`config.mk`:
```
export PLATFORM = sky130hd
export DESIGN_NAME = gocu_front
export DESIGN_NICKNAME = d
export VERILOG_FILES = /design/src/hdl/gocu_pkg.sv /design/src/hdl/gocu_front.sv
export SDC_FILE = /design/constraint.sdc
export NUM_CORES = 1
export LEC_CHECK = 0
export ABC_CLOCK_PERIOD_IN_PS = 5700
export BUFFER_PORTS_ARGS = -buffer_cell sky130_fd_sc_hd__clkbuf_2
export CORE_MARGIN = 1.5
export CORE_UTILIZATION = 30
export CTS_CLUSTER_DIAMETER = 30
export DETAILED_ROUTE_END_ITERATION = 6
export SLEW_MARGIN = 20
export SYNTH_ARGS = -nofsm -noshare
export SYNTH_HDL_FRONTEND = slang
export SYNTH_SLANG_ARGS = --single-unit
export TNS_END_PERCENT = 50
```
`constraint.sdc`:
```
create_clock -name clk -period 5.7 [get_ports clk]
set_input_delay 1.14 -clock clk [delete_from_list [all_inputs] [get_ports clk]]
set_output_delay 1.14 -clock clk [all_outputs]
set_load 0.01 [all_outputs]
```
`src/hdl/gocu_pkg.sv`:
```
// Package for the grouped ordered row cache: sizes, status and operation codes, stream item and row types.
// Used by the top level, the front and back ends and the testbench; depends on nothing.
`timescale 1ns / 1ps
`default_nettype none
package gocu_pkg;
  localparam int GROUPS = 16;
  localparam int GRP_W = $clog2(GROUPS);
  localparam int ROWS = 8;
  localparam int ROW_W = $clog2(ROWS);
  localparam int CNT_W = $clog2(ROWS + 1);
  localparam int KEY_W = 64;
  localparam int HND_W = 16;
  localparam int WANT_W = 4;
  localparam int LIM_W = 4;
  localparam int IN_W = 152;
  localparam int OUT_W = 40;
  localparam int QDEPTH = 2;

  localparam logic [1:0] ST_OK = 2'd0;
  localparam logic [1:0] ST_FULL = 2'd1;
  localparam logic [1:0] ST_MISS = 2'd2;

  localparam logic OP_CACHE = 1'b0;
  localparam logic OP_LIST = 1'b1;

  typedef struct packed {
    logic is_list;
    logic [KEY_W-1:0] grp_key;
    logic [KEY_W-1:0] order_key;
    logic [HND_W-1:0] row_handle;
    logic [WANT_W-1:0] want_count;
  } item_t;

  typedef struct packed {
    logic [KEY_W-1:0] order_key;
    logic [HND_W-1:0] handle;
  } row_t;
endpackage
`default_nettype wire

```
`src/hdl/gocu_front.sv`:
```
// Front end: accepts stream transfers, unpacks and classifies them, and queues them.
// Depends on gocu_pkg.
`timescale 1ns / 1ps
`default_nettype none
module gocu_front (
  input  wire logic clk,
  input  wire logic rst,
  input  wire logic s_tvalid,
  output logic s_tready,
  input  wire logic [gocu_pkg::IN_W-1:0] s_tdata,
  input  wire logic s_tuser,
  output logic q_valid,
  output gocu_pkg::item_t q_item,
  input  wire logic q_pop
);
  gocu_pkg::item_t slots [gocu_pkg::QDEPTH];
  logic [1:0] fill;
  logic wr_ptr;
  logic rd_ptr;
  gocu_pkg::item_t in_item;
  logic push;

  always_comb begin
    in_item.is_list = (s_tuser == gocu_pkg::OP_LIST);
    in_item.grp_key = s_tdata[63:0];
    in_item.order_key = s_tdata[127:64];
    in_item.row_handle = s_tdata[143:128];
    in_item.want_count = s_tdata[147:144];
  end

  assign s_tready = (fill != 2'(gocu_pkg::QDEPTH));
  assign push = s_tvalid && s_tready;
  assign q_valid = (fill != 2'd0);
  assign q_item = slots[rd_ptr];

  always_ff @(posedge clk) begin
    if (push) begin
      slots[wr_ptr] <= in_item;
    end
  end

  always_ff @(posedge clk) begin
    if (rst) begin
      fill <= 2'd0;
      wr_ptr <= 1'b0;
      rd_ptr <= 1'b0;
    end else begin
      if (push) wr_ptr <= ~wr_ptr;
      if (q_pop) rd_ptr <= ~rd_ptr;
      fill <= fill + 2'(push) - 2'(q_pop);
    end
  end
endmodule
`default_nettype wire

```
==> results of run 1 <==
cells in the final DEF (no fill, tap or decap), types with 6 or more instances in the layout:
cell type	instances
clkbuf_2	303
edfxtp_1	298
mux2_1	110
clkbuf_16	70
mux2_2	39
clkinv_1	11
clkinv_2	10
bufinv_16	7
clkbuf_1	7
inv_6	6
state kept, by name, summed over array words and instances, names as in the netlist, named ones only:
signal and cells:
slots 298, fill 2, rd_ptr 1, wr_ptr 1
metrics by stage:
stage               area, um^2  hold WS [ps]
finish                   15300           506
CTS                      15300           514
global placement         13100           495
floorplan                11000           480
global route             15300           552
detailed placement       13100           501
critical path, stage by stage, from the launching register on:
cell	delay [ps]
dfxtp_4	720
buf_4	570
mux2_1	390
clkbuf_2	140
where the power goes:
| part | total, mW | switching (mW) | internal [mW] |
|---|---|---|---|
| clock network | 3.74 | 1.18 | 2.55 |
| registers | 2.73 | 0.0475 | 2.68 |
| logic | 0.613 | 0.359 | 0.254 |
| total | 7.07 | 1.59 | 5.49 |
synth_stat cells, types with 2 or more instances:
master | n | share of area (%)
buf_2 | 4 | 0.18
buf_6 | 13 | 1.3
dfxtp_1 | 5 | 0.91
edfxtp_1 | 298 | 81
inv_1 | 4 | 0.14
mux2_1 | 110 | 11
mux2_2 | 39 | 4.0
nand4_1 | 2 | 0.11
nor2_1 | 3 | 0.10
xnor2_1 | 2 | 0.16
layout make-up:
type / instances / area, um^2 / share of cell area, %
clock buffers: 77 / 1780 / 11.6
clock inverters: 45 / 467 / 3.05
inverters: 4 / 20.0 / 0.131
multi-input cells: 169 / 1820 / 11.9
flip-flops and latches: 303 / 9050 / 59.1
well taps: 468 / 586 / 3.82
repair buffers: 309 / 1590 / 10.4
cells by family (layout without fill, tap and decap cells):
logic type | Yosys count | after routing | share of synthesized area, %
compound gates | 4 | 4 | 0.283
xor+xnor | 2 | 2 | 0.159
flops | 303 | 303 | 81.9
fa+ha+maj | 1 | 1 | 0.113
mux | 149 | 149 | 15.2
simple gates | 13 | 13 | 0.714
buf+inv | 21 | 435 | 1.64
worst min path at each step:
| stage | from | end | slack [ps] | cells after the start |
|---|---|---|---|---|
| 4_1_cts | rd_ptr | rd_ptr | 510 | 2 |
| 5_1_grt | rd_ptr | rd_ptr | 550 | 2 |
| 6_report | rd_ptr | rd_ptr | 510 | 2 |
| 3_3_place_gp | rd_ptr | register | 490 | 2 |
| 3_5_place_dp | rd_ptr | rd_ptr | 500 | 2 |
| 2_1_floorplan | rd_ptr | register | 480 | 2 |
routing by layer:
metal | global-route usage, % | share of wire (%) | wire length [um]
met2 | 18.9 | 48 | 10900
met3 | 5.85 | 9.4 | 2110
met5 | 0 | 0.058 | 13
met4 | 5.23 | 2.3 | 524
met1 | 13.2 | 40 | 8930
==> impl_metrics.toml, run 1 <==
[sta]
fin_crit_sh_pct = 63.0
slew_headroom_pct = 45.2
tns_ps = 0
fmax_mhz = 278
slew_viol_final = 0
hold_viol_final = 0
layout_min_cycle_time_ps = 3590
grt_setup_unrepaired = "false"
finClkSkew_ps = 14.7
worst_pin_slew_ps = 822
setup_viol = 0
layout_setup_ws_ps = 2110

[worst_setup_path]
required_ps = 4560
crit_path_end = "q_item[143]"
end_kind = "output pin"
r2r_cells = 3
path_class = "reg -> out"
worst_r2r_endpoint = "slots[1][142]"
ff2ff_setup_slack_ps = 3310
crit_fanout = 41
worst_setup_path_start_kind = "register"
r2r_start = "fill[0]"
cp_data_arrival_time_ps = 2450

[clock_network]
clockBufferDepth = 3
cts_buffers = 68
cts_root_buf = "clkbuf_16"
path_clk_slew_ps = 40
cts_resized = 0
cts_hold_buf = 0
cts_setup_buffers = 0
clock_sinks = 303
cts_tree = "done"
h-tree-depth = 3
insertion_delay_ps = 550

[placed_design]
place_hpwl_um = 14000
dpl.cell_count = 1253
port_buffers = 303
place_ws_ps = 2600
gp_congestion = 0.665

[global_routing]
grt_max_degree = 97
grt_pass1_wl_um = 34200
grt_use_total_pct = 11.8
overflow = 0
grt_pass1_vias = 6293
grt_antenna_before_repair = 1

[logic_synthesis]
synth-edff-count = 298
ys_warn_count = 0
ys_ff_latch = 303
synth.distinct_cells = 23
async_flop_share_pct = 0
synth_area_per_cell_um2 = 22.4
synth_nets = 651
syn_inst = 493
ys_seq_area_share_pct = 81.9
netlist_area_um2 = 11000
ys_dominant_reg_cell = "edfxtp_1"

[cells_and_area]
instances_no_fill = 1375
antenna-diode-count = 0
fill_cells = 3295
fin_util_pct = 42.0
finalNetCount = 1013
area_growth_pct = 38.6
final_layout_size_suffix_gt1_share_pct = 50.4

[power_and_ir_drop]
irDropWorstVdd_mv = 0.268
total_power_mw = 7.07
p_per_area_nw_per_um2 = 462
leakage_nw = 5.86

[die]
die_area_um2 = 38000
core_um2 = 36400
floorplan.initialDensity_pct = 30.3
io_pins = 308
die-width_um = 195
rows = 70
dieHeight_um = 195

[detailed_routing]
drc = 0
routed_wl_um = 22500
routedWlPerCell_um = 16.3
drt-vias-per-instance = 4.26
num_vias = 5853
dr.pass1.iters = 4
drt_iter0_markers = 226
ant_nets = 0

[job]
maxCapViolCount = 0

[worst_hold_path]
hold_path_class = "reg -> reg"

[run_status]
outcome = "finished, final reports clean"
Note: power is estimated with default switching activity, not from simulation.
==> run 2: changes to the inputs <==
--- a/config.mk
+++ b/config.mk
@@ -5,7 +5,7 @@
 export SDC_FILE = /design/constraint.sdc
 export NUM_CORES = 1
 export LEC_CHECK = 0
-export ABC_CLOCK_PERIOD_IN_PS = 5700
+export ABC_CLOCK_PERIOD_IN_PS = 3400
 export BUFFER_PORTS_ARGS = -buffer_cell sky130_fd_sc_hd__clkbuf_2
 export CORE_MARGIN = 1.5
 export CORE_UTILIZATION = 30
==> constraint.sdc (replaced) <==
create_clock -name clk -period 3.4 [get_ports clk]
set_input_delay 0.68 -clock clk [delete_from_list [all_inputs] [get_ports clk]]
set_output_delay 0.68 -clock clk [all_outputs]
set_load 0.01 [all_outputs]
==> impl_metrics.toml, run 2 (synthesis results as in run 1) <==
[detailed_routing]
ant_nets = 0
dr.pass1.iters = 4
routedWlPerCell_um = 16.5
routed_wl_um = 22600
drc = 0
drt-vias-per-instance = 4.31
drt_iter0_markers = 209
num_vias = 5920

[global_routing]
use_met1_pct = 13.4
grtUsageMet3_pct = 5.21
overflow = 0
busiest_layer = "met2"
grt_use_total_pct = 11.9
grt_pass1_vias = 6381
grt_max_degree = 87
grt_antenna_before_repair = 0
grt_pass1_wl_um = 34600
gr-usage-met2_pct = 19.2

[clock_network]
cts_resized = 0
cts_buffers = 67
clockBufferDepth = 3
h-tree-depth = 3
cts_tree = "done"
insertion_delay_ps = 560
cts_root_buf = "clkbuf_16"
clock_sinks = 303
cts_setup_buffers = 0
path_clk_slew_ps = 50
cts_hold_buf = 0

[power_and_ir_drop]
irDropWorstVdd_mv = 0.476
seq_power_share_pct = 38.0
p_int_mw = 9.34
power_frac_comb_pct = 8.7
power_switching_mw = 2.65
p_per_area_nw_per_um2 = 780
sw_frac_of_total_pct = 22.1
leakage_nw = 5.89
total_power_mw = 12.0
p_clk_share_pct = 53.2

[die]
io_pins = 308
die_area_um2 = 38000
floorplan.initialDensity_pct = 30.3
die-width_um = 195
dieHeight_um = 195
rows = 70
core_um2 = 36400

[cells_and_area]
final_layout_size_suffix_gt1_share_pct = 50.7
multi_input_comb_area_um2 = 1820
finalNetCount = 1012
largest_registers = "slots: 298 flops, fill: 2 flops"
largest_register_ffs = 298
fin_area_um2 = 15400
instances_no_fill = 1372
fill_cells = 3296
antenna-diode-count = 0
area_growth_pct = 39.1
final_common_cell = "clkbuf_2"
regMostFlops = "slots"
final-seq-area_um2 = 9050
final_cell_mix = "303 x clkbuf_2, 298 x edfxtp_1, 110 x mux2_1"

[sta]
worst_pin_slew_ps = 547
setup_viol = 0
grt_setup_unrepaired = "false"
slew_viol_final = 0
slew_headroom_pct = 63.5
finClkSkew_ps = 24.2
hold_viol_final = 0
tns_ps = 0
layout_min_cycle_time_ps = 2840
fin_crit_sh_pct = 83.6
fmax_mhz = 352

[worst_setup_path]
crit_fanout = 70
r2r_start = "fill[0]"
required_ps = 2720
cp_data_arrival_time_ps = 2160
r2r_cells = 3
end_kind = "output pin"
worst_setup_path_start_kind = "register"
path_class = "reg -> out"

[placed_design]
post_dp_cell_area_um2 = 13100
place_hpwl_um = 14100
gp_congestion = 0.669
dpl.cell_count = 1253
port_buffers = 303

[job]
maxCapViolCount = 0

[run_status]
outcome = "finished, final reports clean"

[worst_hold_path]
worstHoldStart = "s_tdata[32]"
worstHoldPathCells = 1
hold_path_class = "in -> reg"
==> run 2: cell count changes in the layout (fill, tap and decap cells not counted) <==
cell | previous run | this run
buf_12 | 2 | 6
buf_4 | 4 | 0
bufinv_16 | 7 | 10
clkbuf_1 | 7 | 10
clkbuf_16 | 70 | 68
clkinv_1 | 11 | 4
clkinv_2 | 10 | 12
clkinv_4 | 4 | 1
clkinv_8 | 3 | 1
clkinvlp_4 | 5 | 3
inv_6 | 6 | 11
==> run 2: final cells by class <==
type	count	area share (%)
clock inverter	41	3.32
multi-input combinational	169	11.9
timing repair buffer	309	10.6
tap	468	3.81
clock buffer	78	11.3
sequential	303	58.9
inverter	4	0.130
==> run 2: path summary, 6_finish.rpt <==
path,slack (ps),end
max,560,q_item[90]
min,310,slots[1][116]
max reg2reg,1510,slots[1][142]
min reg2reg,510,rd_ptr
==> run 2: per-stage QoR <==
stage | worst slack [ps] | hold WS [ps] | utilization [%]
detailed placement | 1100 | 498 | 36.0
global placement | 1100 | 498 | 36.0
global route | 429 | 276 | 42.2
finish | 559 | 313 | 42.2
CTS | 494 | 273 | 42.2
floorplan | -762 | 480 | -
==> run 2: power by group through the flow <==
stage	clock [mW]	sequential, mW	combinational, mW
final	6.38	4.56	1.05
after global routing	6.71	4.59	1.15
after CTS	6.53	4.57	1.08
after detailed placement	0	4.63	1.07
after global placement	0	4.61	1.06
after floorplan	0	4.63	0.596
==> run 2: critical path, cell delays in order, from the launching register on <==
cell and delay, ps:
dfxtp_4 600, buf_12 380, mux2_1 390, clkbuf_2 150
==> run 2: routing by layer <==
metal,vias up,share of wire (%)
li1,2719,-
met1,2903,39
met2,231,49
met3,67,8.3
met4,0,3.4
met5,-,0
==> run 3: changes to the inputs <==
--- a/config.mk
+++ b/config.mk
@@ -5,7 +5,8 @@
 export SDC_FILE = /design/constraint.sdc
 export NUM_CORES = 1
 export LEC_CHECK = 0
-export ABC_CLOCK_PERIOD_IN_PS = 3400
+export ABC_AREA = 1
+export ABC_CLOCK_PERIOD_IN_PS = 2760
 export BUFFER_PORTS_ARGS = -buffer_cell sky130_fd_sc_hd__clkbuf_2
 export CORE_MARGIN = 1.5
 export CORE_UTILIZATION = 30
==> constraint.sdc (replaced) <==
create_clock -name clk -period 2.76 [get_ports clk]
set_input_delay 0.552 -clock clk [delete_from_list [all_inputs] [get_ports clk]]
set_output_delay 0.552 -clock clk [all_outputs]
set_load 0.01 [all_outputs]
==> impl_metrics.toml, run 3 <==
[run_status]
outcome = "finished, final reports clean"

[detailed_routing]
dr.pass1.iters = 6
ant_nets = 0
drc = 0
num_vias = 5938
routedWlPerCell_um = 16.4
drt_iter0_markers = 205
routed_wl_um = 23700
drt-vias-per-instance = 4.11

[power_and_ir_drop]
leakage_nw = 6.48
p_per_area_nw_per_um2 = 989
irDropWorstVdd_mv = 0.668
total_power_mw = 16.1

[logic_synthesis]
synth-xor-area-share_pct = 0.154
netlist_area_um2 = 11400
synth-simple-area-share_pct = 0.516
synthAdderAreaFrac_pct = 0.110
ys_ff_latch = 303
synth_top_area_share_pct = 78.5
syn_inst = 495
synth_commonest_cells = "298 x edfxtp_1, 101 x mux2_4, 48 x mux2_2"
ys_dominant_reg_cell = "edfxtp_1"
synth-edff-count = 298
synth-compound-area-share_pct = 0.0878
synth_nets = 653
synth.area.top_cells = "edfxtp_1 78%, mux2_4 13%, mux2_2 4.7%"
synth_mux_area_share_pct = 18.0
ys_warn_count = 0
synth_top_family_by_area = "multiplexers"
synth_area_per_cell_um2 = 23.0
yosysMostFrequentCell = "edfxtp_1"
ys_seq_area_share_pct = 79.4
yosysTopAreaCell = "edfxtp_1"
synth.distinct_cells = 14
async_flop_share_pct = 0

[cells_and_area]
fill_cells = 3339
final-seq-area_um2 = 9050
fin_area_um2 = 16300
final_cell_mix = "303 x clkbuf_2, 298 x edfxtp_1, 101 x mux2_4"
final_common_cell = "clkbuf_2"
largest_registers = "slots: 298 flops, fill: 2 flops"
final_layout_size_suffix_gt1_share_pct = 62.7
regMostFlops = "slots"
area_growth_pct = 42.7
antenna-diode-count = 0
finalNetCount = 1031
multi_input_comb_area_um2 = 2190
largest_register_ffs = 298

[sta]
worst_pin_slew_ps = 578
finClkSkew_ps = 19.0
grt_setup_unrepaired = "false"
slew_viol_final = 0
fmax_mhz = 381
hold_viol_final = 0
fin_hold_ws_ps = 169
setup_viol = 0
slew_headroom_pct = 61.5
fin_crit_sh_pct = 95.1
tns_ps = 0
layout_setup_ws_ps = 135
layout_min_cycle_time_ps = 2630

[die]
floorplan.initialDensity_pct = 30.3
dieHeight_um = 198
die_area_um2 = 39200
die-width_um = 198
core_um2 = 37600
io_pins = 308
rows = 71

[job]
maxCapViolCount = 0

[global_routing]
grt_pass1_vias = 6562
grt_use_total_pct = 12.1
grt_max_degree = 93
grt_pass1_wl_um = 35400
grt_antenna_before_repair = 1
overflow = 0

[worst_hold_path]
worstHoldStart = "s_tdata[134]"
hold_path_class = "in -> reg"

[worst_setup_path]
r2r_start = "fill[0]"
required_ps = 2210
crit_fanout = 28
worst_setup_path_start_kind = "register"
path_class = "reg -> out"
cp_data_arrival_time_ps = 2070
end_kind = "output pin"

[clock_network]
cts_setup_buffers = 0
clockBufferDepth = 3
insertion_delay_ps = 570
cts_hold_buf = 0
clock_sinks = 303
h-tree-depth = 3
cts_buffers = 78
cts_tree = "done"
cts_root_buf = "clkbuf_16"
path_clk_slew_ps = 40
cts_resized = 0

[placed_design]
place_ws_ps = 662
gp_congestion = 0.696
post_dp_cell_area_um2 = 13600
place_hpwl_um = 14900
port_buffers = 303
==> run 3: cell families (layout without fill, tap and decap cells) <==
family | count (synthesis) | in the layout
AO/OA/AOI/OAI | 2 | 2
buffers and inverters | 23 | 461
flip-flops | 303 | 303
XOR/XNOR | 2 | 2
adder cells (fa/ha/maj) | 1 | 1
multiplexers | 149 | 149
AND/OR/NAND/NOR | 15 | 15
==> run 3: worst max-delay path: stages, from the launching register on <==
cell and delay, ps:
dfxtp_4 710, buf_12 290, mux2_4 320, clkbuf_2 130
==> run 3: layer usage <==
metal  GRT usage, %  wire length (um)
met2           20.1             11700
met1           12.8              9090
met5              0                11
met4           6.76               648
met3           5.54              2230
==> run 3: power by group <==
group / switching [mW] / internal, mW / leakage, nW / total, mW
Clock: 2.64 / 6.31 / 1.29 / 8.96
Combinational: 0.771 / 0.727 / 2.36 / 1.50
Sequential: 0.106 / 5.52 / 2.82 / 5.63
Total: 3.52 / 12.6 / 6.48 / 16.1
==> run 3: final cells by class <==
cell class	instances	area share [%]
flip-flops and latches	303	55.6
repair buffers	315	10.6
multi-input cells	169	13.5
inverters	6	0.138
clock inverters	54	3.96
well taps	511	3.93
clock buffers	86	12.3
==> run 3: worst paths after layout <==
check / slack (ps) / cells after the start / to
hold / removal: 170 / 1 / slots[0][10]
setup reg to reg: 1090 / 5 / slots[1][121]
hold reg to reg: 510 / 2 / register
setup / recovery: 130 / 3 / q_item[39]
==> run 3: per-stage QoR <==
stage / cells / util [%]
finish: 1444 / 43.3
detailed placement: 1304 / 36.3
global route: 1444 / 43.3
global placement: 1304 / 36.3
CTS: 1444 / 43.3
floorplan: 495 / -
